===== config.mk =====
export PLATFORM = sky130hd
export DESIGN_NAME = ghd_fifo
export DESIGN_NICKNAME = d
export VERILOG_FILES = /design/src/sv/ghd_fifo.sv
export SDC_FILE = /design/constraint.sdc
export NUM_CORES = 1
export LEC_CHECK = 0
export ABC_AREA = 1
export CORE_ASPECT_RATIO = 1.2
export CORE_MARGIN = 3
export CORE_UTILIZATION = 25
export DETAILED_ROUTE_END_ITERATION = 7
export DONT_BUFFER_PORTS = 1
export GPL_ROUTABILITY_DRIVEN = 0
export SETUP_SLACK_MARGIN = 0.15
export SLEW_MARGIN = 20
export SYNTH_ARGS = -nofsm -noshare
export SYNTH_HDL_FRONTEND = slang
export SYNTH_SLANG_ARGS = --single-unit

===== constraint.sdc =====
create_clock -name clk -period 4.6 [get_ports clk]
set_input_delay 0.46 -clock clk [delete_from_list [all_inputs] [get_ports clk]]
set_output_delay 0.46 -clock clk [all_outputs]
set_load 0.02 [all_outputs]

===== src/sv/ghd_fifo.sv =====
// ----------------------------------------------------------------------------
// ghd_fifo
// Small first-word-fall-through queue with an occupancy count.
// ----------------------------------------------------------------------------
module ghd_fifo #(
	parameter int WIDTH = 8,
	parameter int DEPTH = 4,
	localparam int PTR = $clog2(DEPTH),
	localparam int CNT = $clog2(DEPTH + 1)
) (
	input  logic             clk,
	input  logic             arst_n,
	input  logic             push,
	input  logic [WIDTH-1:0] push_data,
	output logic             push_ready,
	output logic             pop_valid,
	input  logic             pop,
	output logic [WIDTH-1:0] pop_data,
	output logic [CNT-1:0]   count
);
	logic [WIDTH-1:0] store_q [DEPTH];
	logic [PTR-1:0]   wr_ptr_q;
	logic [PTR-1:0]   rd_ptr_q;
	logic [CNT-1:0]   count_q;
	logic             do_push;
	logic             do_pop;

	assign push_ready = (count_q != CNT'(DEPTH));
	assign pop_valid  = (count_q != '0);
	assign pop_data   = store_q[rd_ptr_q];
	assign count      = count_q;
	assign do_push    = push && push_ready;
	assign do_pop     = pop && pop_valid;

	always_ff @(posedge clk) begin
		if (do_push) begin
			store_q[wr_ptr_q] <= push_data;
		end
	end

	always_ff @(posedge clk or negedge arst_n) begin
		if (!arst_n) begin
			wr_ptr_q <= '0;
			rd_ptr_q <= '0;
			count_q  <= '0;
		end else begin
			if (do_push) begin
				wr_ptr_q <= wr_ptr_q + PTR'(1);
			end
			if (do_pop) begin
				rd_ptr_q <= rd_ptr_q + PTR'(1);
			end
			if (do_push && !do_pop) begin
				count_q <= count_q + CNT'(1);
			end else if (do_pop && !do_push) begin
				count_q <= count_q - CNT'(1);
			end
		end
	end
endmodule


==> results.cfg <==
[clock_tree]
postCtsResizedCells = 0
cts_setup_buffers = 0
clk_transition_reported_paths_ns = 0.07
clk_path_buf_depth = 2
clock_sinks = 39
cts-htree-levels = 2
cts-root-buf = clkbuf_8
hold_buffers = 1
numCtsBuffers = 5
clkLatencyLatePin_ns = 0.28
cts_tree = built

[routing]
via_per_inst = 4.11
ant_nets = 0
dr.pass1.iters = 4
wire_per_inst_um = 11.9
drc = 0
drt-total-wl_um = 2880
vias = 995
drtIter0Drc = 33

[cells_and_area]
layout_commonest_cell = nand2_1
final_cells = 242
fin_util_pct = 28.7
num_antenna_cells = 0
nets = 174
area_growth_pct = 8.89
drive_gt1_share_pct = 5.73
layout_common_cells = nand2_1, edfxtp_1, inv_1
nFillCells = 699

[worst_setup_path]
cp.required_ns = 4.77
path_depth = 10
cpMaxStageDelayCell = dfrtp_1
cp_max_fo = 5
worst-path-buf-inv = 2
max_stage_delay_ns = 0.49
cp-start-kind = register
crit_path_start = count[1]
crit_type = register to register
cp_top_family = simple AND/OR/NAND/NOR gates
crit_path_frequent_cell = nand2_1
end_kind = register
ff2ff_setup_slack_ns = 2.45
cp_cell_sequence = inv_1 -> nand3_1 -> nand2_1 -> ha_1 -> inv_1 -> fa_1 -> nand2_1 -> nand3_1 -> nand2_1 -> nand2_1
ff2ff_path_depth = 10
cp.arrival_ns = 2.32
r2r-start = count[1]

[timing]
setup_viol = 0
final.min_clock_period_ns = 2.15
max_freq_mhz = 465
worst_slew_pin_slew_ns = 0.809
rsz0062_at_grt = no
finalCritPeriodShare_pct = 46.7
maxSlewViolCount = 0
max-slew-margin-rel_pct = 45.8
fin_setup_tns_ns = 0
fin_skew_ns = 0.00407
hold_violations = 0

[synthesis]
syn_nets = 170
syn-cell-area_mm2 = 0.00173
ys_warn_count = 0
syn_area_per_cell_um2 = 11.4
yosysUniqueCellTypes = 17
synth_area_leader_cell = edfxtp_1
syn-instance-count = 152
synth-seq-cells = 39
synth_edf_count = 32
async_flop_share_pct = 17.9
synth_top_area_share_pct = 55.5
synthTopCellsByArea = edfxtp_1, dfrtp_1, nand2_1, o211ai_1, inv_1
synth-main-ff-cell = edfxtp_1
ys_seq_area_share_pct = 65.6

[status]
outcome = complete, no violations

[die]
die_area_mm2 = 0.00797
start_util_pct = 26.4
die_x_um = 82.0
io_pins = 25
die_h_um = 97.2
num_rows = 32
core_area_mm2 = 0.00657

[power_and_ir_drop]
powerDensity_mw_per_mm2 = 630
p_leak_nw = 0.787
peakVddDrop_uv = 163

[global_routing]
grt_use_total_pct = 7.91
grt_max_degree = 34
antenna_found_initial = 0
grt_pass1_vias = 887
grt_pass1_wl_um = 4580
overflow = 0

[place]
io_buffers = 0
hpwl_um = 2030
dp.cells = 233

[job]
max_cap_viol_count = 0

[min_path]
min_path_cells = 0
hold_path.class = input port to register
min_from = push_data[7]
-- cell families (layout without fill, tap and decap cells) --
kind of cell,after synthesis,in the layout,share of synthesized area (%)
flip-flops,39,39,65.6
adder cells (fa/ha/maj),6,6,4.77
buffers and inverters,36,41,9.47
AND/OR/NAND/NOR,53,53,12.4
AO/OA/AOI/OAI,17,17,7.23
XOR/XNOR,1,1,0.506
-- routing by layer --
| metal | vias up | global-route usage, % | part of all wire, % |
|---|---|---|---|
| met5 | - | 0 | 0 |
| met4 | 0 | 3.84 | 2.0 |
| met3 | 4 | 3.62 | 7.1 |
| met2 | 20 | 13.8 | 56 |
| met1 | 464 | 7.63 | 35 |
| li1 | 507 | - | - |
-- through the flow --
stage                     hold slack, ns  cell area, µm²  worst slack, ns  power (mW)
after CTS                          0.266            1890             2.45        1.21
after global routing               0.253            1890             2.31        1.28
after detailed placement           0.165            1790             2.46       0.996
final                              0.273            1890             2.45        1.19
after global placement             0.165            1790             2.47       0.984
after floorplan                    0.164            1730             2.63       0.930
-- synthesized netlist by cell type (2+ instances only) --
master	number
nand2_1	41
dfrtp_1	7
nor2_1	4
o211ai_1	16
edfxtp_1	32
nand3_1	6
ha_1	5
buf_6	2
inv_2	2
inv_1	30
-- worst paths after layout --
check	end
hold reg to reg	rd_ptr_q[0]
setup / recovery	count[2]
hold / removal	store_q[1][7]
min in group asynchronous	count[0]
setup reg to reg	count[2]
max in group asynchronous	count[1]
-- state kept, by name (all words and copies together), names as in the netlist --
signal and count:
rd_ptr_q 2, store_q 32, count 3, wr_ptr_q 2
-- final cells by class --
class	instances	area, µm²	area share (%)
well taps	85	106	5.64
multi-input cells	77	432	22.9
repair buffers	1	10.0	0.531
clock inverters	1	5.00	0.265
inverters	32	120	6.37
flip-flops and latches	39	1140	60.3
clock buffers	7	76.3	4.05
-- power breakdown --
group          internal [mW]  switching (mW)  leakage, nW
Combinational          0.114           0.313        0.367
Sequential             0.476          0.0757        0.378
Clock                  0.106           0.102       0.0422
No activity file was read; power rests on OpenSTA's default activity.
