File: src/sv/ghd_pkg.sv
// ----------------------------------------------------------------------------
// ghd_pkg
// Types and constants shared by the Gaussian half-size downsampler modules.
// ----------------------------------------------------------------------------
package ghd_pkg;

	localparam int CHANNELS           = 4;
	localparam int TAPS               = 5;
	localparam int ROWS_KEPT          = 5;
	localparam int IN_BITS            = 16;
	localparam int OUT_BITS           = 16;
	localparam int WIDTH_REG_BITS     = 12;
	localparam int HEIGHT_REG_BITS    = 13;
	localparam int ROW_BITS           = 12;
	localparam int MAX_HEIGHT         = 4096;
	localparam int OCOL_BITS          = 10;
	localparam int OROW_BITS          = 11;
	localparam int ADDR_BITS          = 3;
	localparam int DATA_BITS          = 32;
	localparam int ITEM_QUEUE_DEPTH   = 4;
	localparam int RESULT_QUEUE_DEPTH = 8;
	localparam int ROUND_BIAS         = 200;
	localparam int DIV_SHIFT          = 4;
	localparam int DIV_REST           = 25;

	// Separable 1-5-8-5-1 weights per axis; the 5x5 weight sum is 400.
	localparam logic [3:0] TAP_W [TAPS] = '{4'd1, 4'd5, 4'd8, 4'd5, 4'd1};

	typedef enum logic {
		REG_IMAGE_WIDTH  = 1'b0,
		REG_IMAGE_HEIGHT = 1'b1
	} reg_idx_t;

	typedef logic [2:0] tap_idx_t;

	typedef struct packed {
		logic     cur;
		tap_idx_t bank;
	} row_tap_t;

	typedef struct packed {
		logic                         trig;
		tap_idx_t                     slot;
		row_tap_t [TAPS-1:0]          row_tap;
		tap_idx_t [TAPS-1:0]          col_dlt;
		logic [OCOL_BITS-1:0]         ox;
		logic [OROW_BITS-1:0]         oy;
		logic                         frame_end;
	} item_ctl_t;

	typedef struct packed {
		logic [CHANNELS-1:0][OUT_BITS-1:0] chan;
		logic [OCOL_BITS-1:0]              col;
		logic [OROW_BITS-1:0]              row;
		logic                              frame_end;
	} result_t;

	function automatic tap_idx_t slot_inc(input tap_idx_t s);
		tap_idx_t n;
		if (s == tap_idx_t'(ROWS_KEPT - 1)) begin
			n = '0;
		end else begin
			n = s + tap_idx_t'(1);
		end
		return n;
	endfunction

	// Line store slot of the row that lies d rows above the row in slot s.
	function automatic tap_idx_t slot_back(input tap_idx_t s, input tap_idx_t d);
		logic [3:0] t;
		t = {1'b0, s} + 4'(ROWS_KEPT) - {1'b0, d};
		if (t >= 4'(ROWS_KEPT)) begin
			t = t - 4'(ROWS_KEPT);
		end
		return t[2:0];
	endfunction

endpackage

File: src/sv/ghd_front.sv
// ----------------------------------------------------------------------------
// ghd_front
// Tracks the source position and classifies each pixel: output trigger,
// line store slot and the clamped tap offsets of the 5x5 window.
// ----------------------------------------------------------------------------
module ghd_front #(
	parameter int MAX_WIDTH   = 2048,
	parameter int SAMPLE_BITS = 16,
	localparam int AW = $clog2(MAX_WIDTH),
	localparam int PW = 4 * SAMPLE_BITS
) (
	input  logic                                            clk,
	input  logic                                            arst_n,
	input  logic                                            fire,
	input  logic [ghd_pkg::CHANNELS-1:0][ghd_pkg::IN_BITS-1:0] chan_in,
	input  logic                                            frame_start,
	input  logic [ghd_pkg::WIDTH_REG_BITS-1:0]              width_reg,
	input  logic [ghd_pkg::HEIGHT_REG_BITS-1:0]             height_reg,
	output ghd_pkg::item_ctl_t                              ctl,
	output logic [AW-1:0]                                   col,
	output logic [PW-1:0]                                   pix
);
	import ghd_pkg::*;

	localparam int RW = ROW_BITS;

	logic [AW-1:0]   src_col_q;
	logic [RW-1:0]   src_row_q;
	tap_idx_t        slot_q;

	logic [AW:0]     w;
	logic [RW:0]     h;
	logic [AW:0]     col0;
	logic [RW:0]     row0;
	logic [RW:0]     row1;
	tap_idx_t        slot0;
	tap_idx_t        slot1;
	tap_idx_t        slot;
	logic [AW-1:0]   c;
	logic [RW-1:0]   r;
	logic [AW-1:0]   nc;
	logic [RW-1:0]   nr;
	tap_idx_t        nslot;
	logic [AW-1:0]   half_w;
	logic [RW-1:0]   half_h;
	logic            trig_x;
	logic            trig_y;
	logic [AW-1:0]   ox;
	logic [RW-1:0]   oy;

	always_comb begin
		if (width_reg == '0) begin
			w = (AW+1)'(1);
		end else if (14'(width_reg) > 14'(MAX_WIDTH)) begin
			w = (AW+1)'(MAX_WIDTH);
		end else begin
			w = (AW+1)'(width_reg);
		end
		if (height_reg == '0) begin
			h = (RW+1)'(1);
		end else if (height_reg > HEIGHT_REG_BITS'(MAX_HEIGHT)) begin
			h = (RW+1)'(MAX_HEIGHT);
		end else begin
			h = height_reg;
		end
	end

	// Position of this pixel, with the wrap of a position left past the image.
	always_comb begin
		col0  = frame_start ? '0 : {1'b0, src_col_q};
		row0  = frame_start ? '0 : {1'b0, src_row_q};
		slot0 = frame_start ? '0 : slot_q;
		row1  = row0;
		slot1 = slot0;
		c     = col0[AW-1:0];
		if (col0 >= w) begin
			c     = '0;
			row1  = row0 + (RW+1)'(1);
			slot1 = slot_inc(slot0);
		end
		r    = row1[RW-1:0];
		slot = slot1;
		if (row1 >= h) begin
			r    = '0;
			slot = '0;
		end
		nc    = c + AW'(1);
		nr    = r;
		nslot = slot;
		if ({1'b0, c} + (AW+1)'(1) >= w) begin
			nc = '0;
			if ({1'b0, r} + (RW+1)'(1) >= h) begin
				nr    = '0;
				nslot = '0;
			end else begin
				nr    = r + RW'(1);
				nslot = slot_inc(slot);
			end
		end
	end

	always_comb begin
		half_w = w[AW:1];
		half_h = h[RW:1];
		trig_x = (half_w != '0) &&
			(({1'b0, c} == w - (AW+1)'(1)) || (c >= AW'(2) && !c[0]));
		trig_y = (half_h != '0) &&
			(({1'b0, r} == h - (RW+1)'(1)) || (r >= RW'(2) && !r[0]));
		if ({1'b0, c} == w - (AW+1)'(1)) begin
			ox = half_w - AW'(1);
		end else begin
			ox = {1'b0, c[AW-1:1]} - AW'(1);
		end
		if ({1'b0, r} == h - (RW+1)'(1)) begin
			oy = half_h - RW'(1);
		end else begin
			oy = {1'b0, r[RW-1:1]} - RW'(1);
		end
	end

	// Clamped tap offsets, counted back from the current column and row.
	always_comb begin
		logic [AW+2:0] tx;
		logic [AW+1:0] cx_c;
		logic [RW+2:0] ty;
		logic [RW+1:0] cy_c;
		tap_idx_t      dy;
		ctl.trig      = trig_x && trig_y;
		ctl.slot      = slot;
		ctl.ox        = OCOL_BITS'(ox);
		ctl.oy        = OROW_BITS'(oy);
		ctl.frame_end = (ox == half_w - AW'(1)) && (oy == half_h - RW'(1));
		for (int i = 0; i < TAPS; i++) begin
			tx = (AW+3)'({ox, 1'b0}) + (AW+3)'(i) - (AW+3)'(2);
			if (tx[AW+2]) begin
				cx_c = '0;
			end else if (tx[AW+1:0] > (AW+2)'(w) - (AW+2)'(1)) begin
				cx_c = (AW+2)'(w) - (AW+2)'(1);
			end else begin
				cx_c = tx[AW+1:0];
			end
			ctl.col_dlt[i] = 3'((AW+2)'(c) - cx_c);
			ty = (RW+3)'({oy, 1'b0}) + (RW+3)'(i) - (RW+3)'(2);
			if (ty[RW+2]) begin
				cy_c = '0;
			end else if (ty[RW+1:0] > (RW+2)'(h) - (RW+2)'(1)) begin
				cy_c = (RW+2)'(h) - (RW+2)'(1);
			end else begin
				cy_c = ty[RW+1:0];
			end
			dy = 3'((RW+2)'(r) - cy_c);
			ctl.row_tap[i].cur  = (dy == '0);
			ctl.row_tap[i].bank = slot_back(slot, dy);
		end
	end

	always_comb begin
		col = c;
		for (int ch = 0; ch < CHANNELS; ch++) begin
			pix[ch*SAMPLE_BITS +: SAMPLE_BITS] = SAMPLE_BITS'(chan_in[ch]);
		end
	end

	always_ff @(posedge clk or negedge arst_n) begin
		if (!arst_n) begin
			src_col_q <= '0;
			src_row_q <= '0;
			slot_q    <= '0;
		end else if (fire) begin
			src_col_q <= nc;
			src_row_q <= nr;
			slot_q    <= nslot;
		end
	end
endmodule

File: config.mk
export PLATFORM = sky130hd
export DESIGN_NAME = ghd_front
export DESIGN_NICKNAME = d
export VERILOG_FILES = /design/src/sv/ghd_pkg.sv /design/src/sv/ghd_front.sv
export SDC_FILE = /design/constraint.sdc
export NUM_CORES = 1
export LEC_CHECK = 0
export ABC_CLOCK_PERIOD_IN_PS = 11000
export BUFFER_PORTS_ARGS = -buffer_cell sky130_fd_sc_hd__clkbuf_2
export CAP_MARGIN = 20
export CORE_MARGIN = 2
export CORE_UTILIZATION = 35
export CTS_CLUSTER_DIAMETER = 60
export DETAILED_ROUTE_END_ITERATION = 8
export GPL_TIMING_DRIVEN = 1
export PLACE_DENSITY = 0.65
export REMOVE_ABC_BUFFERS = 1
export SYNTH_ARGS = -nofsm -noshare
export SYNTH_HDL_FRONTEND = slang
export SYNTH_SLANG_ARGS = --single-unit
export TNS_END_PERCENT = 10
File: constraint.sdc
create_clock -name clk -period 11 [get_ports clk]
set_input_delay 0 -clock clk [delete_from_list [all_inputs] [get_ports clk]]
set_output_delay 0 -clock clk [all_outputs]
set_load 0.05 [all_outputs]
==> impl_metrics.json <==
{
  "dp_hpwl_um": 38270,
  "io_buffers": 100,
  "cts.path.max_buffers": 2,
  "yosysTopAreaCellShare_pct": 18.74,
  "fp-row-count": 67,
  "worst_skew_pair.late_latency_ns": 0.27,
  "yosysSeqAreaShare_pct": 5.443,
  "maxSlewViolCount": 0,
  "r2r_start": "src_col_q[5]$_DFFE_PN0P_",
  "antenna_left": 0,
  "ys_async_sr_fraction_pct": 100.0,
  "syn_area_per_cell_um2": 7.162,
  "criticalPathCategory": "input pin to output port",
  "hold_ws_ns": 0.00006528,
  "h-tree-depth": 1,
  "cp_max_fo": 10,
  "crit_path_end_kind": "output port",
  "initial_core_util_pct": 35.56,
  "core_region_area_um2": 33620,
  "status": "complete, no violations",
  "tritoncts": "built",
  "hold_viol": 0,
  "grt_usage_pct": 25.63,
  "fin_nets": 2029,
  "drt-wirelength-per-cell_um": 21.70,
  "dp_cells": 2169,
  "cts_buffers": 3,
  "endpoint": "ctl[38]",
  "holdCritStartpoint": "chan_in[51]",
  "startpoint": "width_reg[2]",
  "fin_util_pct": 40.12,
  "cp.arrival_ns": 10.69,
  "routed_wl_um": 47550,
  "die_h_um": 188.8,
  "final_cell_count_no_fill": 2191,
  "grt_antenna_before_repair": 2,
  "p_leak_nw": 6.237,
  "ir_worst_vdd_mv": 1.118,
  "fin_ws_ns": 0.3135,
  "crit_slowest_cell": "or4_4",
  "grt_max_degree": 52,
  "drive_above_1_share_pct": 16.31,
  "max_freq_ghz": 0.09358,
  "drt_pass1_iterations": 5,
  "min_period_ns": 10.69,
  "drc": 0,
  "max-slew-margin-rel_pct": 29.49,
  "post_synth_num_cell_types": 96,
  "avgViaCountPerCell": 5.945,
  "routabilityCongestion": 0.9825,
  "ios": 229,
  "r2r_end": "slot_q[2]$_DFFE_PN0P_",
  "synth_top_area_cell": "ha_1",
  "ys_warn_count": 0,
  "grt_pass1_wl_um": 72060,
  "cp-start-kind": "input pin",
  "place_ws_ns": -0.2188,
  "synth_top_cells_by_area": "ha_1 (19%), xnor2_1 (7.4%), dfrtp_1 (5.4%)",
  "synthFlopType": "dfrtp_1",
  "grt-ovfl-total": 0,
  "ys_seq_elements": 26,
  "synthesis.area_um2": 11950,
  "tightest_slew_ns": 1.050,
  "cts.sink_count": 26,
  "max_cap_viol_count": 0,
  "fin_setup_tns_ns": 0,
  "synth_edf_count": 0,
  "setup_viol": 0,
  "areaGrowthSynthToFinish_pct": 12.82,
  "drtIter0Drc": 1161,
  "fin_crit_sh_pct": 97.15,
  "powerDensity_nw_per_um2": 311.4,
  "grt_pass1_vias": 12400,
  "die_x_um": 188.8,
  "cpPeakStageDelay_ns": 0.58,
  "rrSetupSlack_ns": 3.60,
  "synthCells": 1669,
  "num_vias": 13030,
  "ctsRootBufferMaster": "clkbuf_16",
  "ff2ff_path_depth": 37,
  "finClkSkew_ns": 0.007289,
  "die-area_um2": 35650,
  "hp-class": "input pin to output port",
  "cp.required_ns": 11.00
}
## cell usage in the layout, fill, tap and decap left out, types with 7 or more instances in the layout
cell type	instances
nand4_1	38
ha_1	178
a211oi_1	8
clkbuf_2	88
o22ai_1	7
nand3_1	60
o21ai_0	59
nor2_1	166
or3_1	18
o21a_1	16
xor2_1	43
o21ai_1	13
nor2b_1	24
buf_12	12
buf_4	87
and2_1	13
nor3_1	58
mux2_2	11
mux2i_1	35
inv_2	9
fa_1	15
nand2b_1	36
xnor2_1	99
o211ai_1	13
o221ai_1	7
a21o_1	44
inv_1	111
and4_1	9
a21oi_1	91
a31oi_1	21
o31ai_1	9
nor4_1	14
nand2_1	135
and3_1	18
dfrtp_1	26
## cell usage after synthesis, types with 44 or more instances
master and instances:
buf_4 67, inv_1 111, nor3_1 59, nand2_1 137
nand3_1 62, a21oi_1 96, a21o_1 44, o21ai_0 64
ha_1 179, xnor2_1 101, xor2_1 46, nor2_1 166
## logic make-up (layout without fill, tap and decap cells)
| logic type | count (synthesis) | count (layout) | synth area share [%] |
|---|---|---|---|
| compound gates | 371 | 372 | 20.87 |
| xor+xnor | 147 | 147 | 10.77 |
| fa+ha+maj | 194 | 194 | 21.25 |
| buf+inv | 242 | 313 | 9.871 |
| flops | 26 | 26 | 5.443 |
| mux | 50 | 50 | 4.344 |
| other cells | 0 | 2 | 0 |
| simple gates | 639 | 639 | 27.45 |
## critical path: cells and delay by family
family,cells,cell delay [ns]
muxes,2,0.53
and+or+nand+nor,9,2.32
AOI/OAI and AO/OA,21,4.25
adders and majority gates,6,1.70
buffers and inverters,9,1.23
xor gates and xnor gates,3,0.65
## worst min-delay path by stage
stage / end / cells past startpoint
CTS: pix[51] / 0
finish: pix[51] / 0
global route: pix[51] / 0
floorplan: slot_q[0]$_DFFE_PN0P_ / 0
detailed placement: pix[51] / 0
global placement: pix[51] / 0
## power breakdown
part           total, mW  internal, mW  switching (mW)
Combinational       3.99          1.51            2.48
Sequential         0.122         0.107          0.0154
Clock             0.0907        0.0558          0.0349
## layer usage
| layer | track usage [%] | vias up | part of all wire (%) |
|---|---|---|---|
| met5 | 5.082 | - | 0.37 |
| met4 | 9.766 | 6 | 3.8 |
| met3 | 7.003 | 132 | 9.9 |
| met2 | 41.06 | 736 | 45 |
| met1 | 32.28 | 6098 | 41 |
| li1 | - | 6054 | - |
## flip-flops by register name, summed over array words and instances, names as in the netlist
signal     flops
src_col_q     11
slot_q         3
src_row_q     12
## timing repair
action | in CTS | in global routing
hold endpoints to repair | 26 | 0
cloned | 0 | 1
buffers inserted | 3 | 11
pin swaps | 1 | 16
resized for setup | 7 | 44
hold buffers | 1 | 0
endpoints found under the setup margin | 3 | 9
## per-stage QoR
step | cell area, um2 | total power [mW]
6_report | 13490 | 4.200
5_1_grt | 13480 | 4.468
4_1_cts | 13190 | 4.128
3_5_place_dp | 13030 | 3.990
3_3_place_gp | 13030 | 3.916
2_1_floorplan | 11230 | 2.731
## cell type report
class / count / area (um2)
flip-flops and latches: 26 / 650.6
repair buffers: 188 / 1344
clock buffers: 4 / 88.84
well taps: 448 / 560.5
diodes: 2 / 5.005
fillers: 3564 / 20130
inverters: 121 / 454.2
multi-input cells: 1402 / 10380
No activity file was read; power rests on OpenSTA's default activity.
